**config.mk**
```make
export PLATFORM = sky130hd
export DESIGN_NAME = sevt_ctrl
export DESIGN_NICKNAME = d
export VERILOG_FILES = /design/src/sv/sevt_pkg.sv /design/src/sv/sevt_ctrl.sv
export VERILOG_INCLUDE_DIRS = /design/src /design/src/sv
export SDC_FILE = /design/constraint.sdc
export NUM_CORES = 1
export LEC_CHECK = 0
export BUFFER_PORTS_ARGS = -buffer_cell sky130_fd_sc_hd__clkbuf_2
export CAP_MARGIN = 20
export CORE_AREA = 3 3 40 42
export CTS_BUF_LIST = sky130_fd_sc_hd__clkbuf_8
export CTS_CLUSTER_SIZE = 24
export DETAILED_ROUTE_END_ITERATION = 8
export DIE_AREA = 0 0 43 45
export HOLD_SLACK_MARGIN = 0.08
export PLACE_DENSITY = 0.62
export SLEW_MARGIN = 10
export SYNTH_ARGS = -nofsm -noshare
export SYNTH_HDL_FRONTEND = slang
export SYNTH_SLANG_ARGS = --single-unit
```
**constraint.sdc**
```tcl
create_clock -name clk -period 1.4 [get_ports clk]
set_input_delay 0 -clock clk [delete_from_list [all_inputs] [get_ports clk]]
set_output_delay 0 -clock clk [all_outputs]
set_load 0.02 [all_outputs]
```
**src/sv/assert_macros.svh**
```systemverilog
// ----------------------------------------------------------------------------
// Assertion macros
// Shared wrappers for clocked concurrent checks with reset disable.
// ----------------------------------------------------------------------------
`ifndef ASSERT_MACROS_SVH
`define ASSERT_MACROS_SVH

// Implication checked at every rising edge, off while reset is low.
`define ASSERT_CLK(label, clk, rst_n, prop) \
	label: assert property (@(posedge clk) disable iff (!rst_n) (prop)) \
		else $error("%m: check failed");

// Condition that must never hold at a rising edge outside reset.
`define ASSERT_NEVER(label, clk, rst_n, cond) \
	label: assert property (@(posedge clk) disable iff (!rst_n) !(cond)) \
		else $error("%m: forbidden condition seen");

`endif

```
**src/sv/sevt_pkg.sv**
```systemverilog
// ----------------------------------------------------------------------------
// sevt_pkg
// Codes, field widths and controller/datapath interface types.
// ----------------------------------------------------------------------------
`default_nettype none

package sevt_pkg;

	localparam int IDX_W = 6;
	localparam int KEY_W = 34;
	localparam int PAY_W = 32;

	localparam logic [1:0] ACT_INSERT = 2'd0;
	localparam logic [1:0] ACT_DELETE = 2'd1;
	localparam logic [1:0] ACT_READ   = 2'd2;

	localparam logic [1:0] STS_OK   = 2'd0;
	localparam logic [1:0] STS_FULL = 2'd1;
	localparam logic [1:0] STS_OOR  = 2'd2;

	localparam logic [1:0] KIND_SINGLE    = 2'd0;
	localparam logic [1:0] KIND_REPEATING = 2'd1;
	localparam logic [1:0] KIND_BIRTHDAY  = 2'd2;

	typedef enum logic [1:0] {
		RA_PTR,
		RA_PREV,
		RA_NEXT
	} rd_sel_t;

	typedef struct packed {
		logic    load;
		logic    rd_en;
		rd_sel_t rd_sel;
		logic    wr_en;
		logic    wr_new;
		logic    ptr_inc;
		logic    ptr_dec;
		logic    commit;
	} sevt_cmd_t;

	typedef struct packed {
		logic [1:0] action;
		logic       full;
		logic       oor;
		logic       ptr_zero;
		logic       del_end;
		logic       key_less;
	} sevt_sts_t;

endpackage

`default_nettype wire

```
**src/sv/sevt_ctrl.sv**
```systemverilog
// ----------------------------------------------------------------------------
// sevt_ctrl
// Sequencer for insert, delete and read walks and the result handshake.
// ----------------------------------------------------------------------------
`default_nettype none

module sevt_ctrl (
	input  wire logic                 clk,
	input  wire logic                 arst_n,
	input  wire logic                 in_valid,
	output logic                      in_ready,
	output logic                      out_valid,
	input  wire logic                 out_ready,
	input  wire sevt_pkg::sevt_sts_t  sts,
	output sevt_pkg::sevt_cmd_t       cmd
);
	import sevt_pkg::*;

`include "assert_macros.svh"

	typedef enum logic [2:0] {
		S_IDLE,
		S_DECODE,
		S_INS_STEP,
		S_INS_CMP,
		S_DEL_STEP,
		S_DEL_MOVE,
		S_RD_DATA,
		S_FINISH
	} state_t;

	state_t state_q;
	state_t state_d;
	logic   out_valid_q;

	assign in_ready  = (state_q == S_IDLE);
	assign out_valid = out_valid_q;

	always_comb begin
		cmd     = '0;
		cmd.rd_sel = RA_PTR;
		state_d = state_q;
		unique case (state_q)
			S_IDLE: begin
				if (in_valid) begin
					cmd.load = 1'b1;
					state_d  = S_DECODE;
				end
			end
			S_DECODE: begin
				case (sts.action)
					ACT_INSERT: state_d = sts.full ? S_FINISH : S_INS_STEP;
					ACT_DELETE: state_d = sts.oor ? S_FINISH : S_DEL_STEP;
					ACT_READ: begin
						if (sts.oor) begin
							state_d = S_FINISH;
						end else begin
							cmd.rd_en = 1'b1;
							state_d   = S_RD_DATA;
						end
					end
					default: state_d = S_FINISH;
				endcase
			end
			S_INS_STEP: begin
				if (sts.ptr_zero) begin
					cmd.wr_en  = 1'b1;
					cmd.wr_new = 1'b1;
					state_d    = S_FINISH;
				end else begin
					cmd.rd_en  = 1'b1;
					cmd.rd_sel = RA_PREV;
					state_d    = S_INS_CMP;
				end
			end
			S_INS_CMP: begin
				// shift the larger entry up, or drop the new one into the gap
				cmd.wr_en = 1'b1;
				if (sts.key_less) begin
					cmd.ptr_dec = 1'b1;
					state_d     = S_INS_STEP;
				end else begin
					cmd.wr_new = 1'b1;
					state_d    = S_FINISH;
				end
			end
			S_DEL_STEP: begin
				if (sts.del_end) begin
					state_d = S_FINISH;
				end else begin
					cmd.rd_en  = 1'b1;
					cmd.rd_sel = RA_NEXT;
					state_d    = S_DEL_MOVE;
				end
			end
			S_DEL_MOVE: begin
				cmd.wr_en   = 1'b1;
				cmd.ptr_inc = 1'b1;
				state_d     = S_DEL_STEP;
			end
			S_RD_DATA: state_d = S_FINISH;
			S_FINISH: begin
				// hold until the result register is free
				if (!out_valid_q || out_ready) begin
					cmd.commit = 1'b1;
					state_d    = S_IDLE;
				end
			end
			default: state_d = S_IDLE;
		endcase
	end

	always_ff @(posedge clk or negedge arst_n) begin
		if (!arst_n) begin
			state_q     <= S_IDLE;
			out_valid_q <= 1'b0;
		end else begin
			state_q <= state_d;
			if (cmd.commit)
				out_valid_q <= 1'b1;
			else if (out_ready)
				out_valid_q <= 1'b0;
		end
	end

	`ASSERT_CLK(a_commit_free, clk, arst_n, cmd.commit |-> (!out_valid_q || out_ready))
	`ASSERT_CLK(a_commit_shows, clk, arst_n, cmd.commit |=> out_valid_q)
	`ASSERT_CLK(a_accept_decode, clk, arst_n, (in_valid && in_ready) |=> state_q == S_DECODE)
	`ASSERT_NEVER(a_rw_idle, clk, arst_n, state_q == S_IDLE && (cmd.wr_en || cmd.rd_en))

endmodule

`default_nettype wire

```
==> flow_summary.ini <==
[routing]
vias_per_cell = 4.84
drt_iter0_markers = 1
wl_per_cell_um = 11.2
wl_met1_um = 455
antenna_left = 0
dr.pass1.iters = 2
drc = 0
met3_wirelength_um = 65
routed_wl_um = 995
num_vias = 431
top_layer_used = met3
wl_met2_um = 474

[logic_synthesis]
ys_seq_area_share_pct = 23.1
synth_top_cells_by_area = dfrtp_1, ha_1, a21oi_1, nor3_2, nand2b_1
post_synth_instance_area_um2 = 433
yosysTopAreaCellShare_pct = 23.1
syn_inst = 50
synth_top_cell_by_area = dfrtp_1
synthTopCellsByCount = a21oi_1, nor2_1, dfrtp_1, ha_1, inv_1
ys_warn_count = 0
synth_top_flop_cell = dfrtp_1
synth_edf_count = 0
syn_avg_cell_area_um2 = 8.66
ys_ff_latch = 4
postSynthNetCount = 65
async_flop_share_pct = 100
ys_types = 27

[critical_path]
crit_fanout = 14
cp.arrival_ns = 1.36
critPathSlowestCell = dfrtp_2
criticalPathCategory = reg2out
crit_required_ns = 1.40
critPathMaxStageDelay_ns = 0.50
crit_path_start_kind = flop
worstSetupEndpointType = output port
cp_cell_sequence = nor4b_1 -> a211o_1 -> clkbuf_2

[sta]
setup_violations = 0
final-hold-violation-count = 0
rsz0062_at_grt = true
fmax_ghz = 0.735
slew-limit-headroom_pct = 81.8
tightest_slew_ns = 0.271
fin_tns_setup_ns = 0
finalMaxSlewViolations = 0
finClkSkew_ns = 0.00125
min_period_ns = 1.36
period_share_pct = 97.2

[cts]
numCtsBuffers = 3
htreeDepth = 1
cts_tree = done
cts_root_buffer = clkbuf_8
cts_sinks = 4
cts.clk_slew.worst_paths_ns = 0.03
clk_path_buf_depth = 2
worstSkewPairLatency_ns = 0.21

[floorplan]
die_w_um = 43
die_h_um = 45
io_pins = 22
start_util_pct = 33.7
rows = 13
core_area_um2 = 1280
die-area_um2 = 1940

[cells_and_area]
num_antenna_cells = 0
fin_util_pct = 47.2
drive_above_1_share_pct = 44.6
layout-area-overhead-vs-synth_pct = 40.2
nNetsFinal = 91

[outcome]
status = complete, no violations

[global_routing]
grt_start_max_net_pins = 15
grt_pass1_wl_um = 1700
antenna_found_initial = 0
grt-ovfl-total = 0
grt_pass1_vias = 416
grt_usage_pct = 11.4

[power]
comb_power_share_pct = 51.9
swShare_pct = 46.9
pwr-share-seq_pct = 28.5
vdd.ir_drop.worst_uv = 1040
power_density_nw_per_um2 = 1980
p_int_uw = 639
switchingPower_uw = 564
clkPwrFrac_pct = 19.6
p_leak_uw = 0.000311

[flow_run]
cap_violations = 0

[place]
hpwl_um = 775
place_congestion = 0.696
portBuffers = 21

[min_path]
hold_path.class = in2async
worst max-delay path, delay by kind of cell, from the launching register on:
kind | cells | cell delay, ns
compound gates | 1 | 0.17
buf+inv | 1 | 0.16
flops | 1 | 0.50
simple gates | 1 | 0.32
cell families after synthesis:
kind of cell    Yosys count  synth area share (%)
compound gates           16                  26.0
fa+ha+maj                 4                  11.6
buf+inv                   8                  11.0
flops                     4                  23.1
mux                       1                  2.31
simple gates             17                  26.0
repair_timing:
item,in CTS,in global routing
hold buffers,2,0
endpoints found under the hold margin,5,0
resized for setup,3,1
setup buffers,0,1
setup endpoints to repair,2,1
pin swaps,0,1
worst paths after layout:
path	start	to	slack, ns	cells past startpoint
setup / recovery	state_q[1]	cmd[7]	0.04	3
hold / removal	arst_n	out_valid	0.13	2
setup reg to reg	state_q[2]	state_q[0]	0.21	3
hold reg to reg	state_q[2]	out_valid	0.66	2
max in group asynchronous	arst_n	state_q[2]	1.14	2
min in group clk	out_ready	out_valid	0.13	3
power groups by stage:
stage	Combinational, uW	Clock [uW]	Sequential (uW)
after floorplan	568	0	237
after global placement	591	0	325
after detailed placement	596	0	331
after CTS	603	244	339
after global routing	692	248	361
final	624	235	343
cell type report:
| type | count | area (um2) |
|---|---|---|
| repair buffers | 24 | 130 |
| clock buffers | 3 | 41.3 |
| well taps | 15 | 18.8 |
| fillers | 129 | 678 |
| multi-input cells | 38 | 292 |
| inverters | 5 | 21.3 |
| flip-flops and latches | 4 | 104 |
layout by cell type, fill, tap and decap left out:
master and instances:
a32oi_1 1, dfrtp_1 1, nor3_4 1, and2_1 1
clkbuf_2 22, dlygate4sd3_1 2, mux2i_1 1, o21ai_0 2
inv_1 4, dfrtp_2 3, nand2_1 1, o22a_1 1
nor3b_2 1, a2111o_1 1, nor2b_1 1, a211o_1 2
clkbuf_8 3, a21oi_1 5, o21bai_1 1, nand3_1 1
a2bb2oi_1 1, inv_4 1, nor3_2 1, o211ai_1 1
nor4_2 1, nand2b_1 3, nor4b_1 1, nor2_1 5
ha_1 4, o21a_1 1
flip-flops by register name, summed over array words and instances (netlist names):
register and count:
out_valid 1, state_q 3
metal layers:
metal | GRT usage (%) | vias to the layer above
li1 | - | 227
met1 | 14.8 | 190
met2 | 18.3 | 14
met3 | 1.20 | 0
met4 | 7.23 | 0
met5 | 0 | -
metrics by stage:
| stage | cells | cell area, um2 | total power, uW | setup WS, ns | hold slack [ns] |
|---|---|---|---|---|---|
| after floorplan | 50 | 433 | 805 | 0.0828 | -0.296 |
| after global placement | 83 | 531 | 916 | 0.161 | -0.190 |
| after detailed placement | 83 | 531 | 927 | 0.146 | -0.189 |
| after CTS | 88 | 596 | 1190 | 0.00840 | 0.123 |
| after global routing | 89 | 607 | 1300 | -0.0209 | 0.137 |
| final | 89 | 607 | 1200 | 0.0397 | 0.125 |
Power figures use the tool's default switching activity.
